===== src/pkd_pkg.sv =====
// Shared constants and payload types for the Philox key derivation pipeline.
package pkd_pkg;

  localparam int ROUNDS_DEF = 10;

  // Philox4x32 round multipliers and Weyl key increments.
  localparam logic [31:0] PX_M0 = 32'hD251_1F53;
  localparam logic [31:0] PX_M1 = 32'hCD9E_8D57;
  localparam logic [31:0] PX_W0 = 32'h9E37_79B9;
  localparam logic [31:0] PX_W1 = 32'hBB67_AE85;

  typedef struct packed {
    logic [63:0] seed;
    logic [63:0] offset;
    logic [63:0] increment;
  } pkd_in_t;

  typedef struct packed {
    logic [63:0] new_seed;
    logic [63:0] new_offset;
  } pkd_out_t;

  // State between two pipeline stages: the two raw products of the last round,
  // the pass-through counter words and the key that round used.
  typedef struct packed {
    logic [63:0] p0;
    logic [63:0] p1;
    logic [31:0] c1;
    logic [31:0] c3;
    logic [31:0] k0;
    logic [31:0] k1;
  } pkd_lane_t;

endpackage


===== src/pkd_final.sv =====
// Output stage: completes the last round and holds the result word.
module pkd_final (
  input  logic                clk,
  input  logic                rst_n,
  input  logic                vld_i,
  output logic                rdy_o,
  input  pkd_pkg::pkd_lane_t  lane_i,
  output logic                out_valid,
  input  logic                out_ready,
  output pkd_pkg::pkd_out_t   out_word
);

  logic              vld_r;
  pkd_pkg::pkd_out_t word_r;
  pkd_pkg::pkd_out_t word_nxt;

  always_comb begin
    word_nxt.new_seed   = {lane_i.p1[31:0], lane_i.p1[63:32] ^ lane_i.c1 ^ lane_i.k0};
    word_nxt.new_offset = {lane_i.p0[31:0], lane_i.p0[63:32] ^ lane_i.c3 ^ lane_i.k1};
  end

  assign rdy_o = !vld_r || out_ready;

  always_ff @(posedge clk) begin
    if (!rst_n) begin
      vld_r <= 1'b0;
    end else if (rdy_o) begin
      vld_r <= vld_i;
    end
  end

  always_ff @(posedge clk) begin
    if (rdy_o && vld_i) begin
      word_r <= word_nxt;
    end
  end

  assign out_valid = vld_r;
  assign out_word  = word_r;

endmodule


===== config.mk =====
export PLATFORM = sky130hd
export DESIGN_NAME = pkd_final
export DESIGN_NICKNAME = d
export VERILOG_FILES = /design/src/pkd_pkg.sv /design/src/pkd_final.sv
export SDC_FILE = /design/constraint.sdc
export NUM_CORES = 1
export LEC_CHECK = 0
export ABC_AREA = 1
export BUFFER_PORTS_ARGS = -buffer_cell sky130_fd_sc_hd__clkbuf_2
export CAP_MARGIN = 20
export CORE_AREA = 2 2 153 155
export DETAILED_ROUTE_END_ITERATION = 10
export DIE_AREA = 0 0 155 157
export GPL_ROUTABILITY_DRIVEN = 0
export SLEW_MARGIN = 20
export SYNTH_ARGS = -nofsm -noshare
export SYNTH_HDL_FRONTEND = slang
export SYNTH_SLANG_ARGS = --single-unit

===== constraint.sdc =====
create_clock -name clk -period 8.2 [get_ports clk]
set_clock_uncertainty 0.1 [all_clocks]
set_input_delay 1.23 -clock clk [delete_from_list [all_inputs] [get_ports clk]]
set_output_delay 1.23 -clock clk [all_outputs]
set_load 0.02 [all_outputs]

Word-level counts from Yosys, hierarchy flattened
Index checks and enable logic that the tools add are counted.
W data, S select, Z words.
Word-level totals
  output and inout bits: 130
  input bits: 260
  bits in latches: 0
  memory bits (writable): 0
  bits in registers: 129
  word-level logic and storage cells: 10
  memories kept: 0
  ROM bits: 0
Operators by class
  $lt $le $gt $ge: 0
  reduce and logical (&&, ||, !) cells: 3
  bitwise gates (word level): 4
  equal/unequal tests: 0
  shifts and indexed selects: 0
  multiplexer cells: 0
  $add $sub $neg: 0
  $mul: 0
  divide/modulo/power cells: 0
Operator list (number)
  $xor A32 B32 Y32: 4
  $logic_and A1 B1 Y1: 1
  $logic_not A1 Y1: 1
  $logic_or A1 B1 Y1: 1

Depth between registers and ports, before layout
  word-level depth: 3
  gate-level depth with buffers: 5
  mapped depth without buffers: 5

Worst setup path before layout
OpenSTA, ideal clock, no wires.
  path kind: input to register
  from: input port vld_i
  to: register word_r (netlist bit out_word[0]) (enable)
  setup time: 0.658 ns
  path slack: -0.011 ns
  buffers on the path: 0
  arrival time: 7.453 ns
  cell stages on the path: 2
  cells stage by stage: inv_1 a21oi_1
On the way
  longest elaborated chain between the ends: 1
Ends and longest elaborated chain
  from (decl): line pkd_final.sv:5  | input logic vld_i,
  $logic_and A1 B1 Y1: line pkd_final.sv:33  | if (rdy_o && vld_i) begin
  to (signal assigned): line pkd_final.sv:34  | word_r <= word_nxt;
  to (decl): line pkd_final.sv:14  | pkd_pkg::pkd_out_t word_r;
Every way passes these cells.
A chain may end at the register's enable or synchronous reset.

Worst setup path after layout
  from: input port vld_i
  to: register word_r (netlist bit out_word[14]) (enable)
The elaborated chain is that of the path after synthesis.

==> impl_results.md <==
* Status: completed
* Area leader, netlist: edfxtp_1
* Vias at 5674
* Syn_nets at just under 1000
* Placement Rows at 55
* Kind of end point of the critical path: flip-flop
* Clock latency on the worst-skew pair at roughly 0.4 ns
* # setup viols final at 0
* Layout cells sized above 1 at approximately 37%
* Ant. Diodes at 0
* Vias in the first global route at 5376
* Die area at ~24000 sq um
* Post-synth top area share at 62.7%
* FF-to-FF End: out_word[14]
* Syn avg cell area at roughly 8.6 sq um
* Post-route ant nets at 0
* Hold WS at roughly 0.46 ns
* Initial Util at ~27%
* Routed WL per cell at ~12 um
* CTS root buf: clkbuf_16
* Ys Warns at 0
* Setup TNS at 0 ns
* Area grow syn2layout at 47.9%
* Static Leak at between 5 and 6 nW
* Non-Filler Instances at between 1000 and 1500
* Leading post-synthesis cells by cell area: edfxtp_1 (63%), nand2_1 (20%), inv_1 (12%)
* VDD IR max at ~0.11 mV
* RSZ-0062 raised after global routing: no
* Least-Margin Pin Slew at ~0.96 ns
* Hold Path Class: reg2reg
* Layout Utilization at between 40% and 50%
* Clk sinks at 129
* WS Path Type: in2reg
* IO buf count at 389
* Die Wd at 155 um
* Placed Cells at 1386
* Final hold viol count at 0
* Detailed Route WL at approximately 17000 um
* Initial antenna violation count at 1
* Period utilization at 38.5%
* Fin crit period at roughly 3.2 ns
* Final nets at 1380
* Residual DRC count at 0
* Worst relative slew slack at between 30% and 40%
* HP Start: out_valid
* Ports at roughly 400
* Yosys cell types at 7
* Largest net degree at the start of global routing at 72
* Worst EP arrival at ~3 ns
* CTS tree: done
* Synth Register Bits at between 100 and 150
* DRT Pass-1 Iters at 4
* PostCTS Resize Cnt at 0
* Filler cells at between 2000 and 2500
* Power Density at 205 nW/um^2
* Total GRT Usage at a little over an eighth
* FF-to-FF Start: out_valid
* First-iteration detailed-routing DRC count at between 200 and 250
* Crit start category: input pin
* CTS max path bufs at 2
* Post-CTS Setup Inserts at 0
* Post-synthesis sequential area ratio at a little over three fifths
* H-tree depth at 4
* Core Area at around 23000 sq um
* Clk slew on worst S/H paths at roughly 0.060 ns
* Final WS setup at 5.04 ns
* First-pass GRT wire length at approximately 25000 um
* Die Ht at approximately 160 um
* R2r setup slk at about 5.7 ns
* Max-cap violations at 0
* Grt ovf at 0
* Count of hold-fix buffers inserted at cts at 0
* Hold Path Depth at 2
* R2R depth at 3
* Hold Path Sink: out_valid
* CP max FO at a little over 70
* Max Fclk at 0.317 GHz
* Post-synthesis cell count at 710
* Post-DP Area at 8460 sq um
* DP Worst Slack at approximately 4.6 ns
* Synthesized cell area at about 6100 sq um
* Via density at 4.00
* Dpl hpwl at approximately 14000 um
* Power Total at 1.86 mW
* Slew Viols, Final at 0
* Crit path required time at 8.12 ns
* Num CTS Buffers at 17
* Post-route cell area at between 9000 and 10000 sq um
metal layers:
metal	GRT usage (%)	vias up	routed length [um]
met5	0	-	0
li1	-	2986	-
met3	5.45	21	1620
met2	24.4	238	8440
met4	4.67	0	315
met1	14.0	2429	6370
logic make-up after synthesis:
family	synth area share, %
AO/OA/AOI/OAI	0.265
AND/OR/NAND/NOR	24.9
flip-flops	63.0
buffers and inverters	11.9
layout make-up:
type	count	area, sq um	share of cell area (%)
clock buffers	17	425	4.69
repair buffers	391	1960	21.6
multi-input cells	387	1550	17.1
clock inverters	15	180	1.99
flip-flops and latches	129	3860	42.6
well taps	285	357	3.93
inverters	194	728	8.03
report_power, final:
| part | switching, mW | internal, mW | leakage, nW | total [mW] |
|---|---|---|---|---|
| clock network | 0.305 | 0.482 | 0.292 | 0.786 |
| logic | 0.171 | 0.106 | 3.78 | 0.278 |
| registers | 0.0115 | 0.784 | 1.25 | 0.795 |
synthesized netlist by cell type, drive strengths merged:
cell type	instances
nand2	321
inv	194
edfxtp	128
nand3	64
a21oi	1
a21boi	1
dfxtp	1
sequential cells by signal, indices dropped and copies added, names as in the netlist:
register / flops
out_word: 128
out_valid: 1
worst max-delay path by stage:
stage / start / slack (ns) / cells past startpoint / end
after floorplan: out_ready / 2.64 / 2 / out_word[0]
after global placement: vld_i / 4.63 / 5 / out_word[14]
after detailed placement: vld_i / 4.58 / 5 / out_word[84]
after CTS: vld_i / 5.03 / 5 / out_word[84]
after global routing: vld_i / 4.91 / 5 / out_word[84]
final: vld_i / 5.04 / 5 / out_word[14]
cells in the final DEF (no fill, tap or decap), drive strengths merged:
| master | instances |
|---|---|
| nand2 | 321 |
| dfxtp | 1 |
| clkbuf | 406 |
| a21boi | 1 |
| a21oi | 1 |
| bufinv | 3 |
| nand3 | 64 |
| inv | 198 |
| edfxtp | 128 |
| clkinv | 6 |
| clkinvlp | 2 |
| buf | 2 |
worst max-delay path, stage by stage:
cell      delay, ns
clkbuf_2       0.09
inv_1          0.08
a21oi_4        0.11
buf_4          0.60
buf_4          0.84
Note: power is estimated with default switching activity, not from simulation.
