`src/pkd_pkg.sv`:
```
// Shared constants and payload types for the Philox key derivation pipeline.
package pkd_pkg;

  localparam int ROUNDS_DEF = 10;

  // Philox4x32 round multipliers and Weyl key increments.
  localparam logic [31:0] PX_M0 = 32'hD251_1F53;
  localparam logic [31:0] PX_M1 = 32'hCD9E_8D57;
  localparam logic [31:0] PX_W0 = 32'h9E37_79B9;
  localparam logic [31:0] PX_W1 = 32'hBB67_AE85;

  typedef struct packed {
    logic [63:0] seed;
    logic [63:0] offset;
    logic [63:0] increment;
  } pkd_in_t;

  typedef struct packed {
    logic [63:0] new_seed;
    logic [63:0] new_offset;
  } pkd_out_t;

  // State between two pipeline stages: the two raw products of the last round,
  // the pass-through counter words and the key that round used.
  typedef struct packed {
    logic [63:0] p0;
    logic [63:0] p1;
    logic [31:0] c1;
    logic [31:0] c3;
    logic [31:0] k0;
    logic [31:0] k1;
  } pkd_lane_t;

endpackage

```
`src/pkd_round.sv`:
```
// One Philox4x32 round stage: finish the previous round, bump the key, multiply.
module pkd_round (
  input  logic                clk,
  input  logic                rst_n,
  input  logic                vld_i,
  output logic                rdy_o,
  input  pkd_pkg::pkd_lane_t  lane_i,
  output logic                vld_o,
  input  logic                rdy_i,
  output pkd_pkg::pkd_lane_t  lane_o
);

  logic               vld_r;
  pkd_pkg::pkd_lane_t lane_r;
  pkd_pkg::pkd_lane_t lane_nxt;
  logic [31:0]        n0;
  logic [31:0]        n2;

  always_comb begin
    n0          = lane_i.p1[63:32] ^ lane_i.c1 ^ lane_i.k0;
    n2          = lane_i.p0[63:32] ^ lane_i.c3 ^ lane_i.k1;
    lane_nxt.p0 = {32'd0, pkd_pkg::PX_M0} * {32'd0, n0};
    lane_nxt.p1 = {32'd0, pkd_pkg::PX_M1} * {32'd0, n2};
    lane_nxt.c1 = lane_i.p1[31:0];
    lane_nxt.c3 = lane_i.p0[31:0];
    lane_nxt.k0 = lane_i.k0 + pkd_pkg::PX_W0;
    lane_nxt.k1 = lane_i.k1 + pkd_pkg::PX_W1;
  end

  assign rdy_o = !vld_r || rdy_i;

  always_ff @(posedge clk) begin
    if (!rst_n) begin
      vld_r <= 1'b0;
    end else if (rdy_o) begin
      vld_r <= vld_i;
    end
  end

  always_ff @(posedge clk) begin
    if (rdy_o && vld_i) begin
      lane_r <= lane_nxt;
    end
  end

  assign vld_o  = vld_r;
  assign lane_o = lane_r;

endmodule

```
`config.mk`:
```
export PLATFORM = sky130hd
export DESIGN_NAME = pkd_round
export DESIGN_NICKNAME = d
export VERILOG_FILES = /design/src/pkd_pkg.sv /design/src/pkd_round.sv
export SDC_FILE = /design/constraint.sdc
export NUM_CORES = 2
export LEC_CHECK = 0
export BUFFER_PORTS_ARGS = -buffer_cell sky130_fd_sc_hd__buf_2
export CAP_MARGIN = 20
export CORE_ASPECT_RATIO = 0.8
export CORE_MARGIN = 3
export CORE_UTILIZATION = 35
export CTS_CLUSTER_SIZE = 40
export DETAILED_ROUTE_END_ITERATION = 8
export PLACE_DENSITY_LB_ADDON = 0.2
export SETUP_SLACK_MARGIN = 0.3
export SLEW_MARGIN = 10
export SYNTH_ARGS = -nofsm -noshare
export SYNTH_HDL_FRONTEND = slang
export SYNTH_SLANG_ARGS = --single-unit
```
`constraint.sdc`:
```
create_clock -name clk -period 14.8 [get_ports clk]
set_clock_uncertainty 0.15 [all_clocks]
set_input_delay 3.7 -clock clk [delete_from_list [all_inputs] [get_ports clk]]
set_output_delay 3.7 -clock clk [all_outputs]
set_load 0.1 [all_outputs]
```
== After elaboration in Yosys (flattened, before gate mapping) ==
Cells that the tools add are included.

* Register bits: 257
* Output and inout bits: 258

* Add/sub/neg operators: 2
* $mul: 2
* Reduce and logical (&&, ||, !) cells: 3
* Bitwise logic cells: 4

{| class="wikitable"
|+ Operators with widths
! cell !! number
|-
| $mul 32x32->64 const A || 2
|-
| $xor 32x32->32 || 4
|-
| $add 32x32->32 const B || 2
|-
| $logic_and 1x1->1 || 1
|-
| $logic_not 1->1 || 1
|-
| $logic_or 1x1->1 || 1
|}

== Logic depth before layout (Yosys ltp) ==
* Depth in word-level cells: 3
* Depth in mapped cells: 30

== Least setup slack after synthesis ==
Ideal clock, no wire load.

* Path type: input -> register
* Start: in lane_i[6] (netlist bit)
* End: reg lane_r (netlist bit lane_o[189]), data pin
* Setup slack: 3154 ps
* Setup time: 176 ps
* Arrival: 11320 ps
* Stages: 26
* Path through: xnor2_1 -> xnor2_1 -> ha_1 -> fa_1 -> inv_1 -> fa_1 -> fa_1 -> inv_1 -> fa_1 -> inv_1 -> fa_1 -> inv_1 -> fa_1 -> fa_1 -> ha_1 -> buf_4 -> and4_1 -> buf_4 -> and3_1 -> or4b_4 -> a211o_1 -> a211o_1 -> a2111o_1 -> a21oi_2 -> nor2_1 -> o311ai_2

{| class="wikitable"
|+ RTL lines
! item !! line !! source
|-
| from (decl) || pkd_round.sv:7 || <nowiki>input pkd_pkg::pkd_lane_t lane_i,</nowiki>
|-
| to (signal assigned) || pkd_round.sv:42 || <nowiki>lane_r <= lane_nxt;</nowiki>
|-
| to (decl) || pkd_round.sv:14 || <nowiki>pkd_pkg::pkd_lane_t lane_r;</nowiki>
|}

==> impl_results.md <==
- WS Path Type: in2reg
- FF-to-FF setup slack: 11.83 ns
- Layout filler cell count: 12,900
- DRC viols: 0
- FFs w/ async S/R, synth: 0%
- Diodes inserted: 0
- Final wirelength: 145,000 um
- CP arrival: 12.70 ns
- First-pass GRT wire length: 217,000 um
- Startpoint types: primary input
- Final min period: 12.49 ns
- Placer Congestion: 0.941
- Root buffer cell: clkbuf_16
- Part of the cycle the worst path needs: 84.4%
- RSZ-0062 raised after global routing: false
- Max-Cap Viols: 0
- Syn Nets: 6,141
- Post-route ant nets: 0
- Vias in the first global route: 33,600
- Vias: 31,000
- Hold WS: 0.402 ns
- TritonCTS Buffers: 35
- 1st-iter DRT viols: 1,664
- CP Capture Point: lane_o[255]
- CP Launch Point: lane_i[107]
- Origin of the critical flop-to-flop path: vld_o
- Die span in y: 331 um
- Mux cell area share after synthesis: 0.0216%
- Postcts setup bufs: 0
- FMAX: 80.1 MHz
- Initial antenna violation count: 3
- Max Transition Viols Final: 0
- Total gr overflow: 0
- Met2 Use GR: 33.3%
- Clk slew on worst S/H paths: 0.06 ns
- Yosys warns: 0
- # hold bufs at CTS: 0
- Endpoints failing setup: 0
- Number of enable flip-flop cells after synthesis: 256
- Setup_tns: 0 ns
- DRT Pass-1 Iters: 5
- Clock Sinks: 257
- Avg Cell Area, Syn: 10.8 um^2
- Worst slew margin: 24.8%
- Compound-Gate Fraction of Synth Area: 6.54%
- Routed WL per cell: 22.1 um
- H-tree levels: 2
- PortBufs: 517
- Min-Delay Path Class: reg2reg
- Core Box Area: 130,000 um^2
- Pin count of the biggest net entering global routing: 98
- Starting Density: 35.5%
- R2r worst-path depth: 4
- Status: finished clean
- Mapped Area: 46,200 um^2
- Die span in x: 412 um
- Area Growth Syn to Fin: 13.1%
- Die Area: 137,000 um^2
- Xor-xnor portion of the synthesized cell area: 5.97%
- Synth Area in Simple Gates: 3.96%
- Detail Placement HPWL: 130,000 um
- Clk Latency, worst-skew pair: 0.59 ns
- Crit-path max FO: 8
- GRT Overall Usage: 21.6%
- Synth cell types: 68
- Largest family of logic cells by synthesized area: adder cells
- Boundary Pins: 518
- Slew at the pin closest to its max-slew limit: 1.12 ns
- Vias per inst: 4.70
- FF-to-FF End: lane_o[172]
- Layout cells sized above 1: 13.5%
- Post-CTS Resized: 0
- Register area share after synthesis: 16.7%
- # rows: 118
- Hold path depth: 2
- Gate Count Post-Synth: 4,271
- Register bit count reported by yosys: 257
- M3 GR Usage: 5.36%
- Ys flop type: edfxtp_1
- Hold Fails Final Rpt: 0
- Most Used Layer, Global Route: met2
- Routing usage on met1: 30.5%
- Critical Path RT: 15.01 ns
- Clock tree buffer depth: 3
- Crit path capture type: flip-flop
- Adder-cell share of the synthesized area: 56.6%
- Fin nets: 6,688
- CTS tree: built
final cells by class:
class / count / area, um^2 / share of cell area [%]
well taps: 1740 / 2180 / 4.16
inverters: 1195 / 4490 / 8.57
multi-input cells: 2759 / 33800 / 64.7
repair buffers: 570 / 3000 / 5.73
clock inverters: 22 / 214 / 0.409
clock buffers: 40 / 895 / 1.71
flip-flops and latches: 257 / 7710 / 14.7
layer usage:
layer | up-vias | wire length, um
met5 | - | 58
met4 | 4 | 3400
met3 | 144 | 9820
met2 | 755 | 64300
met1 | 15500 | 67800
li1 | 14600 | -
kinds of logic after synthesis:
family | count (synthesis)
adder cells (fa/ha/maj) | 1610
buffers and inverters | 1255
AO/OA/AOI/OAI | 467
AND/OR/NAND/NOR | 366
XOR/XNOR | 315
flip-flops | 257
multiplexers | 1
state kept, by name (all words and copies together), names as in the netlist:
name,cells
vld_o,1
lane_o,256
placed cells by master (no fill, tap or decap), types with 5 or more instances in the layout:
| cell | instances |
|---|---|
| a211oi_1 | 19 |
| a21o_1 | 87 |
| a21oi_1 | 139 |
| a31oi_1 | 21 |
| and2_1 | 13 |
| and3_1 | 21 |
| buf_2 | 517 |
| buf_4 | 52 |
| clkbuf_1 | 5 |
| clkbuf_16 | 35 |
| clkinv_1 | 6 |
| clkinv_2 | 5 |
| edfxtp_1 | 256 |
| fa_1 | 805 |
| ha_1 | 805 |
| inv_1 | 1195 |
| nand2_1 | 86 |
| nand2b_1 | 14 |
| nand3_1 | 27 |
| nand4_1 | 36 |
| nor2_1 | 86 |
| nor2b_1 | 16 |
| nor3_1 | 23 |
| o211ai_1 | 8 |
| o21a_1 | 12 |
| o21ai_0 | 77 |
| o21bai_1 | 38 |
| o31a_1 | 5 |
| o31ai_1 | 11 |
| or2_2 | 15 |
| or3_1 | 9 |
| xnor2_1 | 237 |
| xor2_1 | 74 |
worst min-delay path by stage:
stage,from,endpoint
6_report,vld_o,vld_o
5_1_grt,vld_o,vld_o
4_1_cts,vld_o,vld_o
3_5_place_dp,vld_o,vld_o
3_3_place_gp,vld_o,vld_o
2_1_floorplan,vld_o,vld_o
per-stage QoR:
| step | std cells | area [um^2] | utilization, % | setup slack, ns |
|---|---|---|---|---|
| 6_report | 6583 | 52300 | 40.2 | 2.31 |
| 5_1_grt | 6583 | 52300 | 40.2 | 1.87 |
| 4_1_cts | 6583 | 52300 | 40.2 | 2.43 |
| 3_5_place_dp | 6521 | 51200 | 39.3 | 1.76 |
| 3_3_place_gp | 6521 | 51200 | 39.3 | 1.83 |
| 2_1_floorplan | 4271 | 46200 | - | 3.15 |
critical path, cell delays in order:
cell and delay, ns:
buf_2 0.10, xnor2_1 0.77, xor2_1 0.26, inv_1 0.27
ha_1 0.26, or2_2 0.35, fa_1 0.55, inv_1 0.06
fa_1 0.44, fa_1 0.55, inv_1 0.06, fa_1 0.44
fa_1 0.49, fa_1 0.49, inv_1 0.05, fa_1 0.47
inv_1 0.04, ha_1 0.47, nand2_1 0.11, or3_1 0.38
o32ai_1 0.48, o211ai_1 0.29, a31oi_1 0.48, a221o_1 0.34
a31oi_1 0.19, o41ai_1 0.45, xnor2_1 0.13
cell usage after synthesis, drive strengths merged, types with 56 or more instances:
master,number,share of area [%]
nand2,86,0.70
a21oi,140,1.5
fa,805,35
inv,1195,9.7
a21o,87,1.4
xnor2,241,4.6
ha,805,22
nor2,86,0.70
o21ai,80,0.87
xor2,74,1.4
clkbuf,56,0.46
edfxtp,256,17
Power is not shown: default switching activity piles up to over one toggle a cycle in this logic, so the estimate is an artifact.
