--- config.mk ---
export PLATFORM = sky130hd
export DESIGN_NAME = pkd_prep
export DESIGN_NICKNAME = d
export VERILOG_FILES = /design/src/pkd_pkg.sv /design/src/pkd_prep.sv
export SDC_FILE = /design/constraint.sdc
export NUM_CORES = 1
export LEC_CHECK = 0
export ABC_AREA = 1
export BUFFER_PORTS_ARGS = -buffer_cell sky130_fd_sc_hd__buf_4
export CAP_MARGIN = 20
export CORE_AREA = 2 2 174 176
export CTS_CLUSTER_DIAMETER = 120
export DETAILED_ROUTE_END_ITERATION = 10
export DIE_AREA = 0 0 176 178
export GPL_TIMING_DRIVEN = 0
export PLACE_DENSITY_LB_ADDON = 0.05
export SYNTH_ARGS = -nofsm -noshare
export SYNTH_HDL_FRONTEND = slang
export SYNTH_SLANG_ARGS = --single-unit
export TNS_END_PERCENT = 20
--- constraint.sdc ---
create_clock -name clk -period 10.9 [get_ports clk]
set_clock_uncertainty 0.2 [all_clocks]
set_input_delay 1.09 -clock clk [delete_from_list [all_inputs] [get_ports clk]]
set_output_delay 1.09 -clock clk [all_outputs]
set_load 0.02 [all_outputs]
--- src/pkd_pkg.sv ---
// Shared constants and payload types for the Philox key derivation pipeline.
package pkd_pkg;

  localparam int ROUNDS_DEF = 10;

  // Philox4x32 round multipliers and Weyl key increments.
  localparam logic [31:0] PX_M0 = 32'hD251_1F53;
  localparam logic [31:0] PX_M1 = 32'hCD9E_8D57;
  localparam logic [31:0] PX_W0 = 32'h9E37_79B9;
  localparam logic [31:0] PX_W1 = 32'hBB67_AE85;

  typedef struct packed {
    logic [63:0] seed;
    logic [63:0] offset;
    logic [63:0] increment;
  } pkd_in_t;

  typedef struct packed {
    logic [63:0] new_seed;
    logic [63:0] new_offset;
  } pkd_out_t;

  // State between two pipeline stages: the two raw products of the last round,
  // the pass-through counter words and the key that round used.
  typedef struct packed {
    logic [63:0] p0;
    logic [63:0] p1;
    logic [31:0] c1;
    logic [31:0] c3;
    logic [31:0] k0;
    logic [31:0] k1;
  } pkd_lane_t;

endpackage

--- src/pkd_prep.sv ---
// Input stage: forms the counter and key and seeds the first round stage.
module pkd_prep (
  input  logic                clk,
  input  logic                rst_n,
  input  logic                in_valid,
  output logic                in_ready,
  input  pkd_pkg::pkd_in_t    in_word,
  output logic                vld_o,
  input  logic                rdy_i,
  output pkd_pkg::pkd_lane_t  lane_o
);

  logic               vld_r;
  pkd_pkg::pkd_lane_t lane_r;
  pkd_pkg::pkd_lane_t lane_nxt;
  logic [63:0]        sum;
  logic [31:0]        kpre0;
  logic [31:0]        kpre1;

  // The key is stored one Weyl step behind, and the counter words are encoded
  // so that the generic round stage reproduces counter (sum lo, sum hi, 0, 0)
  // with the unbumped seed as the first round key.
  always_comb begin
    sum          = in_word.offset + in_word.increment;
    kpre0        = in_word.seed[31:0] - pkd_pkg::PX_W0;
    kpre1        = in_word.seed[63:32] - pkd_pkg::PX_W1;
    lane_nxt.p0  = 64'd0;
    lane_nxt.p1  = {32'd0, sum[63:32]};
    lane_nxt.c1  = sum[31:0] ^ kpre0;
    lane_nxt.c3  = kpre1;
    lane_nxt.k0  = kpre0;
    lane_nxt.k1  = kpre1;
  end

  assign in_ready = !vld_r || rdy_i;

  always_ff @(posedge clk) begin
    if (!rst_n) begin
      vld_r <= 1'b0;
    end else if (in_ready) begin
      vld_r <= in_valid;
    end
  end

  always_ff @(posedge clk) begin
    if (in_ready && in_valid) begin
      lane_r <= lane_nxt;
    end
  end

  assign vld_o  = vld_r;
  assign lane_o = lane_r;

endmodule

-- Word-level counts from Yosys, hierarchy flattened
Index checks and enable logic that the tools add are counted.
- register bits: 129
- latch bits: 0
- bits in writable memories: 0
- bits in read-only memories: 0
- input bits: 196
- output and inout port bits: 258
- logic and storage cells: 12
- memories: 0
- add/sub/neg operators: 3
- multiply operators: 0
- div/mod/pow operators: 0
- $lt $le $gt $ge: 0
- equality and inequality tests: 0
- shift operators: 0
- muxes and demuxes: 0
- bitwise operators: 1
- reduce and logical (&&, ||, !) cells: 3
- operators with widths (kind ; count):
    64-bit adder ; 1
    32-bit subtractor (second input constant) ; 2
    32-bit XOR ; 1
    1-bit logical AND ; 1
    1-bit zero test ; 1
    1-bit logical OR ; 1

-- Logic depth before layout (Yosys ltp)
- depth after elaboration: 3
- mapped depth: 14
- mapped depth without buffers: 14

-- Worst setup path after synthesis
No wires, ideal clock.
- path type: input port to flip-flop
- from: in in_valid
- to: reg lane_r, in the netlist lane_o[100] (enable)
- library setup time: 0.658 ns
- arrival time: 7.291 ns
- required time: 10.042 ns
- setup slack: 2.751 ns
- stages: 2
- path buffers: 0
- cells stage by stage: inv_1 > a21oi_1
- longest elaborated chain between the ends: 1
- RTL lines (what ; RTL line ; RTL):
    start: declaration ; pkd_prep.sv:5 ; input logic in_valid,
    1-bit logical AND ; pkd_prep.sv:46 ; if (in_ready && in_valid) begin
    end signal: assignment ; pkd_prep.sv:47 ; lane_r <= lane_nxt;
    end: declaration ; pkd_prep.sv:14 ; pkd_pkg::pkd_lane_t lane_r;
Every way passes these cells.
A chain may end at the register's enable or synchronous reset.

==> impl_metrics.py <==
metrics = {
    "run_status": {
        "status": "completed",
    },
    "power": {
        "finalPower_mw": 2.01,
        "combinationalPowerShare_pct": 38.5,
        "powerDensity_nw_per_um2": 112,
        "clkPwrFrac_pct": 29.8,
        "power_frac_seq_pct": 31.6,
        "ir_drop_v": 0.0000922,
        "intPower_mw": 1.25,
        "switchingPower_uw": 762,
        "switching_share_pct": 37.8,
        "p_leak_nw": 10.5,
    },
    "yosys": {
        "seq_area_frac_synth_pct": 28.2,
        "async_reset_ff_share_pct": 0,
        "synthCells": 2230,
        "synthDistinctLibCells": 36,
        "synthAdderAreaFrac_pct": 6.08,
        "syn_area_um2": 13700,
        "synth_compound_area_share_pct": 3.54,
        "ys_warn_count": 0,
        "synth_xor_area_share_pct": 4.20,
        "synth-simple-area-share_pct": 38.4,
        "ys.flop_type": "edfxtp_1",
        "ys_seq_elements": 129,
        "synth_edf_count": 128,
        "yosys-mux-area-fraction_pct": 0,
        "syn_avg_cell_area_um2": 6.15,
        "synth_top_family_by_area": "simple AND/OR/NAND/NOR gates",
    },
    "sta": {
        "slew_headroom_pct": 57.5,
        "finalHoldViolCount": 0,
        "finalCriticalPeriod_ns": 3.37,
        "tns_ns": 0,
        "tightest_slew_ns": 0.636,
        "final-max-slew-violation-count": 0,
        "setup_viol": 0,
        "fmax_mhz": 297,
        "fin_crit_sh_pct": 30.9,
        "rsz0062_at_grt": "no",
    },
    "final_layout": {
        "final_cells": 3108,
        "diodes": 0,
        "fill_cells": 2826,
        "final_util_pct": 60.9,
        "syn_to_final_growth_pct": 30.7,
        "final_layout_size_suffix_gt1_share_pct": 20.4,
        "final_area_um2": 17900,
        "seq_area_um2": 3860,
        "finalNetCount": 2967,
        "multi_input_area_um2": 7530,
    },
    "cts": {
        "postCtsSetupRepairBufs": 0,
        "clk_latency_ns": 0.44,
        "clockRootBuffer": "clkbuf_16",
        "cts_tree": "built",
        "clk_pin_slew_ns": 0.07,
        "cts_resized": 0,
        "clk_path_buf_depth": 2,
        "cts_hold_buf": 0,
        "htree_levels": 4,
        "clock-sinks": 129,
        "numCtsBuffers": 17,
    },
    "run": {
        "drv_cap": 0,
    },
    "setup_path": {
        "critPathRequiredTime_ns": 10.90,
        "worstPathArrival_ns": 3.37,
        "start_kind": "input pin",
        "worstSetupEndpointType": "register",
        "cp_cell_sequence": "buf_4, ha_1, inv_1, fa_1, inv_1, nand3_1, nand2_1, nand2_1, nand2_1, nand2_1, nand2_1, xor2_1, inv_1, nand2_1, nand2_1",
        "crit_type": "input pin to register",
        "crit_slowest_cell": "xor2_1",
        "crit_path_max_incr_delay_ns": 0.42,
        "cp_num_buf_inv": 4,
        "critPathTopFamily": "simple AND/OR/NAND/NOR gates",
        "cp_max_fo": 3,
        "crit_top_cell": "nand2_1",
    },
    "die": {
        "ios": 454,
        "dieArea_um2": 31300,
        "die_height_um": 178,
        "fp.dieW_um": 176,
        "start_util_pct": 46.6,
        "rows": 63,
        "core_um2": 29400,
    },
    "route": {
        "postRouteAntennaNets": 0,
        "drt_iter0_drc": 1063,
        "finalWirelength_mm": 46.3,
        "drc_errors": 0,
        "vias_per_cell": 4.75,
        "first_pass_iters": 5,
        "num_vias": 14776,
        "wl_per_cell_um": 14.9,
    },
    "global_route": {
        "grt_pass1_wl_mm": 69.7,
        "grt_overflow_total": 0,
        "grt.total_usage_pct": 29.0,
        "first_global_vias": 13522,
        "grt_antenna_before_repair": 0,
        "grt_start_max_net_pins": 32,
    },
    "place": {
        "place_inst": 3076,
        "gp_congestion": 1.05,
        "dpl.hpwl_mm": 40.1,
        "numPortBuffers": 357,
        "place_area_um2": 17300,
    },
    "worst_hold_path": {
        "hold_class": "register to register",
    },
}
[registers in the layout (all words and copies together), names as in the netlist]
| register | count |
|---|---|
| lane_o | 128 |
| vld_o | 1 |
[worst reg2reg max path: cells and delay by family (launching register included)]
kind | cells | cell delay, ns
flip-flops | 1 | 0.35
buffers and inverters | 2 | 0.51
AO/OA/AOI/OAI | 1 | 0.55
[area by class of cell]
| cell class | count | area share [%] |
|---|---|---|
| Timing Repair Buffer | 361 | 15.4 |
| Clock buffer | 17 | 2.37 |
| Clock inverter | 15 | 0.943 |
| Buffer | 128 | 5.36 |
| Sequential cell | 129 | 21.6 |
| Inverter | 457 | 9.58 |
| Tap cell | 390 | 2.72 |
| Multi-Input combinational cell | 1611 | 42.0 |
[Yosys cell counts, types with 3 or more instances]
cell type,count,area (um2)
o21ai_1,6,30.0
nand4_1,27,169
a21oi_1,53,265
nor2_1,186,698
nand3_1,131,656
nor2_2,6,37.5
ha_1,65,813
o21ai_2,4,35.0
nor3_2,3,30.0
o21ai_0,15,75.1
nand2_1,886,3330
edfxtp_1,128,3840
nor4_1,6,37.5
xnor2_1,16,140
buf_4,128,961
nor3_1,23,115
inv_2,4,15.0
nand2_2,10,62.6
xor2_1,46,403
inv_1,453,1700
nand3b_1,13,97.6
[final timing paths]
kind	from	to	slack (ns)	depth (start not counted)
setup reg to reg	vld_o	lane_o[157]	8.96	3
hold / removal	vld_o	vld_o	0.40	2
hold reg to reg	vld_o	vld_o	0.40	2
setup / recovery	in_word[0]	lane_o[112]	7.53	15
[power groups by stage]
stage | logic, mW | registers (mW) | clock network (mW)
2_1_floorplan | 0.409 | 0.716 | 0
3_3_place_gp | 0.753 | 0.657 | 0
3_5_place_dp | 0.766 | 0.648 | 0
4_1_cts | 0.769 | 0.638 | 0.606
5_1_grt | 0.848 | 0.642 | 0.624
6_report | 0.776 | 0.638 | 0.601
[cell usage in the layout, fill, tap and decap left out, drive strengths merged, types with 48 or more instances in the layout]
cell	count
inv	465
nor2	192
buf	489
nand2	896
conb	96
xor2	48
edfxtp	128
nand3	131
ha	65
a21oi	53
[layer usage]
metal	vias up	GRT usage [%]	wire length (um)
met1	6576	38.4	20000
met2	601	49.9	21800
met3	63	3.52	3430
met4	0	8.06	1030
li1	7536	-	-
met5	-	0	0
[stage by stage]
stage,hold slack [ns],setup WS (ns)
finish,0.401,7.53
global route,0.457,7.39
CTS,0.414,7.61
detailed placement,0.405,7.15
global placement,0.306,0.149
floorplan,0.529,2.75
[logic make-up (layout without fill, tap and decap cells)]
kind of cell / Yosys count / count (layout)
AND/OR/NAND/NOR: 1297 / 1297
XOR/XNOR: 64 / 64
AO/OA/AOI/OAI: 88 / 88
flip-flops: 129 / 129
adder cells (fa/ha/maj): 66 / 66
buffers and inverters: 585 / 978
other: 1 / 96
Power figures use the tool's default switching activity.
